--- src/rtl/lmsc_pkg.sv ---
package lmsc_pkg;

    localparam int ROWS_DEFAULT          = 6;
    localparam int PRESCALE_BITS_DEFAULT = 8;
    localparam int ROW_BITS              = 24;

    localparam logic [7:0] THRESHOLD_RESET = 8'd50;

    // Command bytes recognised while not loading.
    localparam logic [7:0] CMD_LOAD   = 8'h49;  // 'I'
    localparam logic [7:0] CMD_STEP   = 8'h53;  // 'S'
    localparam logic [7:0] CMD_STOP   = 8'h42;  // 'B'
    localparam logic [7:0] CMD_RESUME = 8'h43;  // 'C'

    typedef enum logic {
        ITEM_BYTE = 1'b0,
        ITEM_TICK = 1'b1
    } item_kind_t;

    typedef struct packed {
        item_kind_t  cmd;
        logic [7:0]  rx_byte;
    } in_item_t;

    typedef struct packed {
        logic [2:0]          row_index;
        logic [ROW_BITS-1:0] row_bits;
        logic                last_row;
    } out_item_t;

    typedef enum logic [1:0] {
        STORE_NONE,
        STORE_BYTE,
        STORE_ROTATE
    } store_op_t;

    // Byte lane k covers row bits 8k+7 down to 8k.
    typedef struct packed {
        store_op_t   op;
        logic [1:0]  lane;
        logic [7:0]  data;
    } store_ctrl_t;

    // Power-on frame pattern, repeating every six rows.
    function automatic logic [ROW_BITS-1:0] reset_row(input int phase);
        logic [ROW_BITS-1:0] value;
        unique case (phase)
            0, 5:    value = 24'h111111;
            1, 4:    value = 24'h222222;
            default: value = 24'h444444;
        endcase
        return value;
    endfunction

endpackage

--- src/rtl/lmsc_frame_store.sv ---
module lmsc_frame_store #(
    parameter int ROWS  = lmsc_pkg::ROWS_DEFAULT,
    parameter int IDX_W = 3
) (
    input  logic                          aclk,
    input  logic                          aresetn,
    input  lmsc_pkg::store_ctrl_t         ctrl,
    input  logic [IDX_W-1:0]              wr_addr,
    input  logic [IDX_W-1:0]              rd_addr,
    output logic [lmsc_pkg::ROW_BITS-1:0] rd_row
);
    import lmsc_pkg::*;

    logic [ROW_BITS-1:0] frame_reg [ROWS];

    // The shared row unit: one byte-lane write or one left rotation per cycle.
    for (genvar g = 0; g < ROWS; g++) begin : g_row
        localparam int Phase = g % 6;

        always_ff @(posedge aclk) begin
            if (!aresetn) begin
                frame_reg[g] <= reset_row(Phase);
            end else if (wr_addr == IDX_W'(g)) begin
                unique case (ctrl.op)
                    STORE_BYTE: begin
                        unique case (ctrl.lane)
                            2'd0:    frame_reg[g][7:0]   <= ctrl.data;
                            2'd1:    frame_reg[g][15:8]  <= ctrl.data;
                            2'd2:    frame_reg[g][23:16] <= ctrl.data;
                            default: frame_reg[g]        <= frame_reg[g];
                        endcase
                    end
                    STORE_ROTATE: begin
                        frame_reg[g] <= {frame_reg[g][ROW_BITS-2:0],
                                         frame_reg[g][ROW_BITS-1]};
                    end
                    default: frame_reg[g] <= frame_reg[g];
                endcase
            end
        end
    end

    assign rd_row = frame_reg[rd_addr];

endmodule

--- src/rtl/led_matrix_scroll_controller_top.sv ---
// A plain received byte is handled without leaving the idle state, so the block stays ready for the next item.
// An 'S' byte holds the input off while the row unit rotates each row in turn.
// A refresh tick is accepted while idle; rows then leave the output register one per cycle
// when the consumer keeps up, with the input held off until the last row is registered.
// Reset is synchronous and active low: it restores the power-on frame and a threshold of 50.
module led_matrix_scroll_controller_top #(
    parameter int ROWS          = lmsc_pkg::ROWS_DEFAULT,
    parameter int PRESCALE_BITS = lmsc_pkg::PRESCALE_BITS_DEFAULT
) (
    input  logic                aclk,
    input  logic                aresetn,
    input  logic                s_valid,
    output logic                s_ready,
    input  lmsc_pkg::in_item_t  s_data,
    output logic                m_valid,
    input  logic                m_ready,
    output lmsc_pkg::out_item_t m_data,
    input  logic                cfg_valid,
    output logic                cfg_ready,
    input  logic [7:0]          cfg_wdata
);
    import lmsc_pkg::*;

    // Row pointer width, and a load counter that can also hold ROWS itself.
    localparam int IDX_W = (ROWS > 1) ? $clog2(ROWS) : 1;
    localparam int CNT_W = $clog2(ROWS + 1);

    typedef enum logic [1:0] {
        S_IDLE,
        S_EMIT,
        S_SPIN
    } state_t;

    state_t                   state_reg;
    logic [IDX_W-1:0]         ptr_reg;
    logic                     rot_flag_reg;
    logic                     loading_reg;
    logic [CNT_W-1:0]         load_row_reg;
    logic [1:0]               load_sub_reg;
    logic                     scroll_en_reg;
    logic [PRESCALE_BITS-1:0] prescale_reg;
    logic [7:0]               scroll_cnt_reg;
    logic [7:0]               threshold_reg;
    logic                     m_valid_reg;
    out_item_t                m_data_reg;

    logic                     in_fire;
    logic                     out_free;
    logic                     last_ptr;
    logic                     load_done;
    logic [PRESCALE_BITS-1:0] prescale_next;
    logic [7:0]               scroll_bumped;
    logic                     auto_rotate;
    logic [7:0]               scroll_next;
    store_ctrl_t              store_ctrl;
    logic [IDX_W-1:0]         store_wr_addr;
    logic [ROW_BITS-1:0]      store_rd_row;

    // The block takes a new item only between operations; the output register
    // lets it do so while the final row of a pass still waits to be taken.
    assign s_ready   = (state_reg == S_IDLE);
    assign in_fire   = s_valid && s_ready;
    assign cfg_ready = 1'b1;
    assign out_free  = !m_valid_reg || m_ready;
    assign last_ptr  = (ptr_reg == IDX_W'(ROWS - 1));
    assign load_done = (load_row_reg == CNT_W'(ROWS));

    assign m_valid = m_valid_reg;
    assign m_data  = m_data_reg;

    // Prescaler and scroll counter update for a tick. The decision to rotate
    // does not depend on the frame, so it is made when the tick is accepted and
    // the rotation is applied to each row just after that row has been shown.
    always_comb begin
        prescale_next = prescale_reg + 1'b1;
        if ((prescale_next == '0) && scroll_en_reg) begin
            scroll_bumped = scroll_cnt_reg + 8'd1;
        end else begin
            scroll_bumped = scroll_cnt_reg;
        end
        auto_rotate = scroll_en_reg && (scroll_bumped > threshold_reg);
        scroll_next = auto_rotate ? 8'd1 : scroll_bumped;
    end

    // Drive the shared row unit: a frame byte during a load, otherwise a
    // rotation of the row under the pointer when a sweep calls for one.
    always_comb begin
        store_ctrl    = '{op: STORE_NONE, lane: 2'd0, data: s_data.rx_byte};
        store_wr_addr = ptr_reg;
        unique case (state_reg)
            S_IDLE: begin
                store_wr_addr = load_row_reg[IDX_W-1:0];
                if (in_fire && (s_data.cmd == ITEM_BYTE) && loading_reg && !load_done) begin
                    store_ctrl.op   = STORE_BYTE;
                    store_ctrl.lane = 2'd2 - load_sub_reg;
                end
            end
            S_EMIT: begin
                if (out_free && rot_flag_reg) begin
                    store_ctrl.op = STORE_ROTATE;
                end
            end
            S_SPIN: begin
                store_ctrl.op = STORE_ROTATE;
            end
            default: begin
                store_ctrl.op = STORE_NONE;
            end
        endcase
    end

    lmsc_frame_store #(
        .ROWS  (ROWS),
        .IDX_W (IDX_W)
    ) u_frame_store (
        .aclk    (aclk),
        .aresetn (aresetn),
        .ctrl    (store_ctrl),
        .wr_addr (store_wr_addr),
        .rd_addr (ptr_reg),
        .rd_row  (store_rd_row)
    );

    always_ff @(posedge aclk) begin
        if (!aresetn) begin
            state_reg      <= S_IDLE;
            ptr_reg        <= '0;
            rot_flag_reg   <= 1'b0;
            loading_reg    <= 1'b0;
            load_row_reg   <= '0;
            load_sub_reg   <= 2'd0;
            scroll_en_reg  <= 1'b1;
            prescale_reg   <= '0;
            scroll_cnt_reg <= 8'd0;
            threshold_reg  <= THRESHOLD_RESET;
            m_valid_reg    <= 1'b0;
        end else begin
            if (cfg_valid && cfg_ready) begin
                threshold_reg <= cfg_wdata;
            end

            // During a sweep the output register is refilled in the emit branch
            // whenever its row is taken, so it is only emptied here otherwise.
            if (m_valid_reg && m_ready && (state_reg != S_EMIT)) begin
                m_valid_reg <= 1'b0;
            end

            unique case (state_reg)
                S_IDLE: begin
                    if (in_fire && (s_data.cmd == ITEM_TICK)) begin
                        prescale_reg   <= prescale_next;
                        scroll_cnt_reg <= scroll_next;
                        rot_flag_reg   <= auto_rotate;
                        ptr_reg        <= '0;
                        state_reg      <= S_EMIT;
                    end else if (in_fire && loading_reg) begin
                        if (load_done) begin
                            // The byte after a full frame is swallowed.
                            loading_reg <= 1'b0;
                        end else if (load_sub_reg == 2'd2) begin
                            load_sub_reg <= 2'd0;
                            load_row_reg <= load_row_reg + 1'b1;
                        end else begin
                            load_sub_reg <= load_sub_reg + 2'd1;
                        end
                    end else if (in_fire) begin
                        priority if (s_data.rx_byte == CMD_LOAD) begin
                            loading_reg  <= 1'b1;
                            load_row_reg <= '0;
                            load_sub_reg <= 2'd0;
                        end else if (s_data.rx_byte == CMD_STEP) begin
                            ptr_reg   <= '0;
                            state_reg <= S_SPIN;
                        end else if (s_data.rx_byte == CMD_STOP) begin
                            scroll_en_reg <= 1'b0;
                        end else if (s_data.rx_byte == CMD_RESUME) begin
                            scroll_en_reg <= 1'b1;
                        end else begin
                            // Unknown bytes are ignored.
                            scroll_en_reg <= scroll_en_reg;
                        end
                    end
                end
                S_EMIT: begin
                    if (out_free) begin
                        m_valid_reg          <= 1'b1;
                        m_data_reg.row_index <= 3'(ptr_reg);
                        m_data_reg.row_bits  <= store_rd_row;
                        m_data_reg.last_row  <= last_ptr;
                        if (last_ptr) begin
                            ptr_reg   <= '0;
                            state_reg <= S_IDLE;
                        end else begin
                            ptr_reg <= ptr_reg + 1'b1;
                        end
                    end
                end
                S_SPIN: begin
                    if (last_ptr) begin
                        ptr_reg   <= '0;
                        state_reg <= S_IDLE;
                    end else begin
                        ptr_reg <= ptr_reg + 1'b1;
                    end
                end
                default: begin
                    state_reg <= S_IDLE;
                end
            endcase
        end
    end

    // The load position never runs past the end of the frame.
    a_load_in_range: assert property (@(posedge aclk) disable iff (!aresetn)
        load_row_reg <= CNT_W'(ROWS))
        else $error("load row counter past end of frame");

    // The row pointer stays within the frame during a sweep.
    a_ptr_in_range: assert property (@(posedge aclk) disable iff (!aresetn)
        (state_reg != S_IDLE) |-> (ptr_reg <= IDX_W'(ROWS - 1)))
        else $error("row pointer outside frame");

    // A stalled output register holds the sweep at its current row.
    a_emit_stall: assert property (@(posedge aclk) disable iff (!aresetn)
        (state_reg == S_EMIT && m_valid_reg && !m_ready) |=>
            ($stable(ptr_reg) && state_reg == S_EMIT))
        else $error("row sweep advanced while output stalled");

    // An accepted refresh tick always starts a pass from the first row.
    a_tick_starts_pass: assert property (@(posedge aclk) disable iff (!aresetn)
        (in_fire && s_data.cmd == ITEM_TICK) |=> (state_reg == S_EMIT && ptr_reg == '0))
        else $error("refresh tick did not start a row pass");

endmodule

--- config.mk ---
export PLATFORM = sky130hd
export DESIGN_NAME = led_matrix_scroll_controller_top
export DESIGN_NICKNAME = d
export VERILOG_FILES = /design/src/rtl/lmsc_pkg.sv /design/src/rtl/lmsc_frame_store.sv /design/src/rtl/led_matrix_scroll_controller_top.sv
export SDC_FILE = /design/constraint.sdc
export NUM_CORES = 1
export LEC_CHECK = 0
export ABC_CLOCK_PERIOD_IN_PS = 9800
export BUFFER_PORTS_ARGS = -buffer_cell sky130_fd_sc_hd__buf_4
export CAP_MARGIN = 20
export CORE_ASPECT_RATIO = 0.5
export CORE_MARGIN = 1
export CORE_UTILIZATION = 28
export CTS_CLUSTER_DIAMETER = 40
export DETAILED_ROUTE_END_ITERATION = 8
export GPL_TIMING_DRIVEN = 0
export HOLD_SLACK_MARGIN = 0.05
export PLACE_DENSITY_LB_ADDON = 0.12
export SETUP_SLACK_MARGIN = 0.02
export SYNTH_ARGS = -nofsm -noshare
export SYNTH_HDL_FRONTEND = slang
export SYNTH_HIERARCHICAL = 1
export SYNTH_SLANG_ARGS = --single-unit
export TNS_END_PERCENT = 30
--- constraint.sdc ---
create_clock -name aclk -period 9.8 [get_ports aclk]
set_clock_uncertainty 0.05 [all_clocks]
set_input_delay 0.98 -clock aclk [delete_from_list [all_inputs] [get_ports aclk]]
set_output_delay 0.98 -clock aclk [all_outputs]
set_load 0.01 [all_outputs]
==> summary.md <==
| Metric | Value |
|---|---|
| Wire length on met3 | `2842 µm` |
| Family with the most delay on the worst path | `buffers and inverters` |
| R2R cell count | `12` |
| Skew-Pair Late Insertion Delay | `560 ps` |
| Status | `completed` |
| Critical path origin | `state_reg[1]` |
| Total CTS buffers | `28` |
| Async SR Flop Fraction | `0%` |
| Largest fanout on the critical path | `10` |
| Clock root buffer | `clkbuf_16` |
| Hold slack final | `438.5 ps` |
| Antenna violations before repair | `0` |
| Min-delay src | `load_sub_reg[0]` |
| H-Tree Depth | `1` |
| Max_slew headroom | `28.89%` |
| Slowest cell on crit path | `o31ai_2` |
| CP Buf/Inv Count | `5` |
| Die Area | `39960 µm²` |
| Post-synth top area cell | `edfxtp_1` |
| Yosys warns | `6` |
| Max layer used | `met4` |
| Hold Path Stages | `2` |
| CP arrival | `4280 ps` |
| RSZ-0062 raised after global routing | `no` |
| Most Frequent Cell on Critical Path | `clkbuf_1` |
| Grt total ovfl | `0` |
| Routed wl met2 | `16360 µm` |
| Max incr delay on CP | `980 ps` |
| Critical path class | `register to register` |
| Drt drc | `0` |
| Worst path required time | `9930 ps` |
| Final setup violation count | `0` |
| Clk buf depth | `3` |
| Global-route wire length before repair | `54630 µm` |
| Final Hold Viols | `0` |
| Main synth FF type | `edfxtp_1` |
| Yosys top cell area share | `47.15%` |
| Most frequent cells in the layout | `172 x edfxtp_1, 167 x nand2_1, 108 x a21oi_1` |
| GR Util All Layers | `18.63%` |
| Top cells by area, synth | `edfxtp_1 47%, dfxtp_1 6.9%, nand2_1 5.7%` |
| Worst hold path type | `register to register` |
| Max reg flops | `144` |
| Die W | `281.7 µm` |
| TNS Setup | `0 ps` |
| Fin crit share | `42.41%` |
| Worst R2R Setup Slack | `5640 ps` |
| Worst R2R End | `u_frame_store/frame_reg[5][22]` |
| Layout Nets | `1114` |
| Maximum vdd drop | `0.0001200 V` |
| Max-Cap Viols | `0` |
| Vias in the first global route | `8223` |
| Total core area | `37970 µm²` |
| DR pass1 iterations | `6` |
| Hpwl dp | `25890 µm` |
| Clock-pin slew on the worst setup and hold paths | `60 ps` |
| Largest net degree at the start of global routing | `29` |
| Wire length per cell | `22.96 µm` |
| Diodes inserted | `0` |
| CTS Sinks | `210` |
| Fmax | `0.2406 GHz` |
| CP Capture Type | `register` |
| Hold endpoint | `load_sub_reg[0]` |
| Critical path startpoint category | `register` |
| DRT met1 WL | `17070 µm` |
| Post-synth EDFFs | `172` |
| Number of I/O port buffers | `51` |
| Syn nets | `1018` |
| Final Max Tran Viols | `0` |
| I/O pin cnt | `53` |
| Number of synthesized register bits | `210` |
| TritonCTS clock tree | `yes` |
| DR vias | `8448` |
| Leak | `0.004375 µW` |
| Global placer's final weighted congestion | `0.8714` |
| WL final | `37060 µm` |
| Die extent in y | `141.9 µm` |
| FP Rows | `50` |
| Pwr per Cell Area | `183.3 nW/µm²` |
| Routed Antenna Nets | `0` |
| Area grow syn2layout | `19.59%` |
| Slew @ Worst Pin | `1060 ps` |
| Avg Vias per Cell | `5.234` |
| Hold buffers post-CTS | `0` |
| Synthesized area | `10950 µm²` |
| Setup bufs post-CTS | `0` |
| Post-synthesis cell type count | `64` |
| Syn Area/Cell | `11.22 µm²` |
| Cells after synthesis | `976` |
| CTS resizes | `0` |
| Share of layout cells above drive strength 1 | `22.12%` |
| Commonest non-fill, non-tap cell in the layout | `edfxtp_1` |
| CP Cell Sequence | `inv_1 > ha_1 > clkbuf_1 > nand2_1 > nor2_1 > nand3_1 > nor2_1 > inv_1 > ha_1 > clkbuf_1 > clkbuf_1 > o31ai_2` |
| Sequential fraction of the synthesis area | `54.09%` |
| DR iter-0 viols | `725` |
| Reg2reg start | `state_reg[1]` |
| Minimum clock period | `4156 ps` |
| Initial core utilization | `28.85%` |
[per-layer routing]
| metal | up-vias | track usage, % |
|---|---|---|
| met5 | - | 0 |
| met4 | 0 | 4.376 |
| met3 | 60 | 4.133 |
| met2 | 323 | 29.04 |
| met1 | 4253 | 26.22 |
| li1 | 3812 | - |
[cells by family after synthesis]
| kind of cell | Yosys count | synth area share, % |
|---|---|---|
| AOI/OAI and AO/OA | 222 | 12.48 |
| xor gates and xnor gates | 17 | 1.359 |
| adders and majority gates | 20 | 2.284 |
| buffers and inverters | 86 | 3.484 |
| DFF | 210 | 54.09 |
| muxes | 84 | 11.71 |
| other | 1 | 0.03423 |
| and+or+nand+nor | 336 | 14.55 |
[area by class of cell]
type	count	area, µm²
clock inverter	15	150.1
fill	3808	24870
sequential	210	5926
inverter	20	75.07
multi-input combinational	680	4703
buffer	66	306.5
tap	520	650.6
clock buffer	37	785.8
timing repair buffer	66	503.0
[power breakdown]
group	total, µW	switching [µW]	internal, µW
Combinational	339	222	117
Clock	1040	418	619
Sequential	1030	21.2	1000
Total	2400	661	1740
[worst max-delay path by stage]
| stage | to | cells after the start |
|---|---|---|
| 6_report | u_frame_store/frame_reg[5][22] | 12 |
| 5_1_grt | u_frame_store/frame_reg[5][19] | 12 |
| 4_1_cts | u_frame_store/frame_reg[1][7] | 12 |
| 3_5_place_dp | u_frame_store/frame_reg[1][7] | 10 |
| 3_3_place_gp | u_frame_store/frame_reg[2][6] | 10 |
| 2_1_floorplan | u_frame_store/frame_reg[1][0] | 9 |
[worst reg2reg max path: cells and delay by family (launching register included)]
family	cells	cell delay [ps]
fa+ha+maj	2	470
buf+inv	5	1190
flops	1	320
simple gates	4	790
compound gates	1	980
[through the flow]
step                      setup slack, ps  area [µm²]  std cells  utilization (%)  power, µW
after floorplan                      6392       10950        976                -       1242
after global placement               4969       11990       1547            31.57       1367
after detailed placement             5647       12160       1562            32.03       1379
after CTS                            5715       13100       1614            34.50       2422
after global routing                 5296       13100       1614            34.50       2489
final                                5644       13100       1614            34.50       2402
[cell usage after synthesis, types with 7 or more instances]
cell	number
clkbuf_1	34
inv_1	20
nand4_1	10
a211oi_1	8
mux2_2	33
nand3_1	27
buf_2	26
a21oi_1	108
mux2_4	20
mux4_2	24
o22ai_1	13
o21ai_0	21
a21boi_0	7
xnor2_1	15
a22oi_1	8
nor2_1	51
nor3_1	12
o21bai_1	8
nor2b_1	16
and2_1	15
nand2_1	167
mux2i_1	7
o31ai_1	13
edfxtp_1	172
a211o_1	7
ha_1	20
dfxtp_1	38
Note: power is estimated with default switching activity, not from simulation.
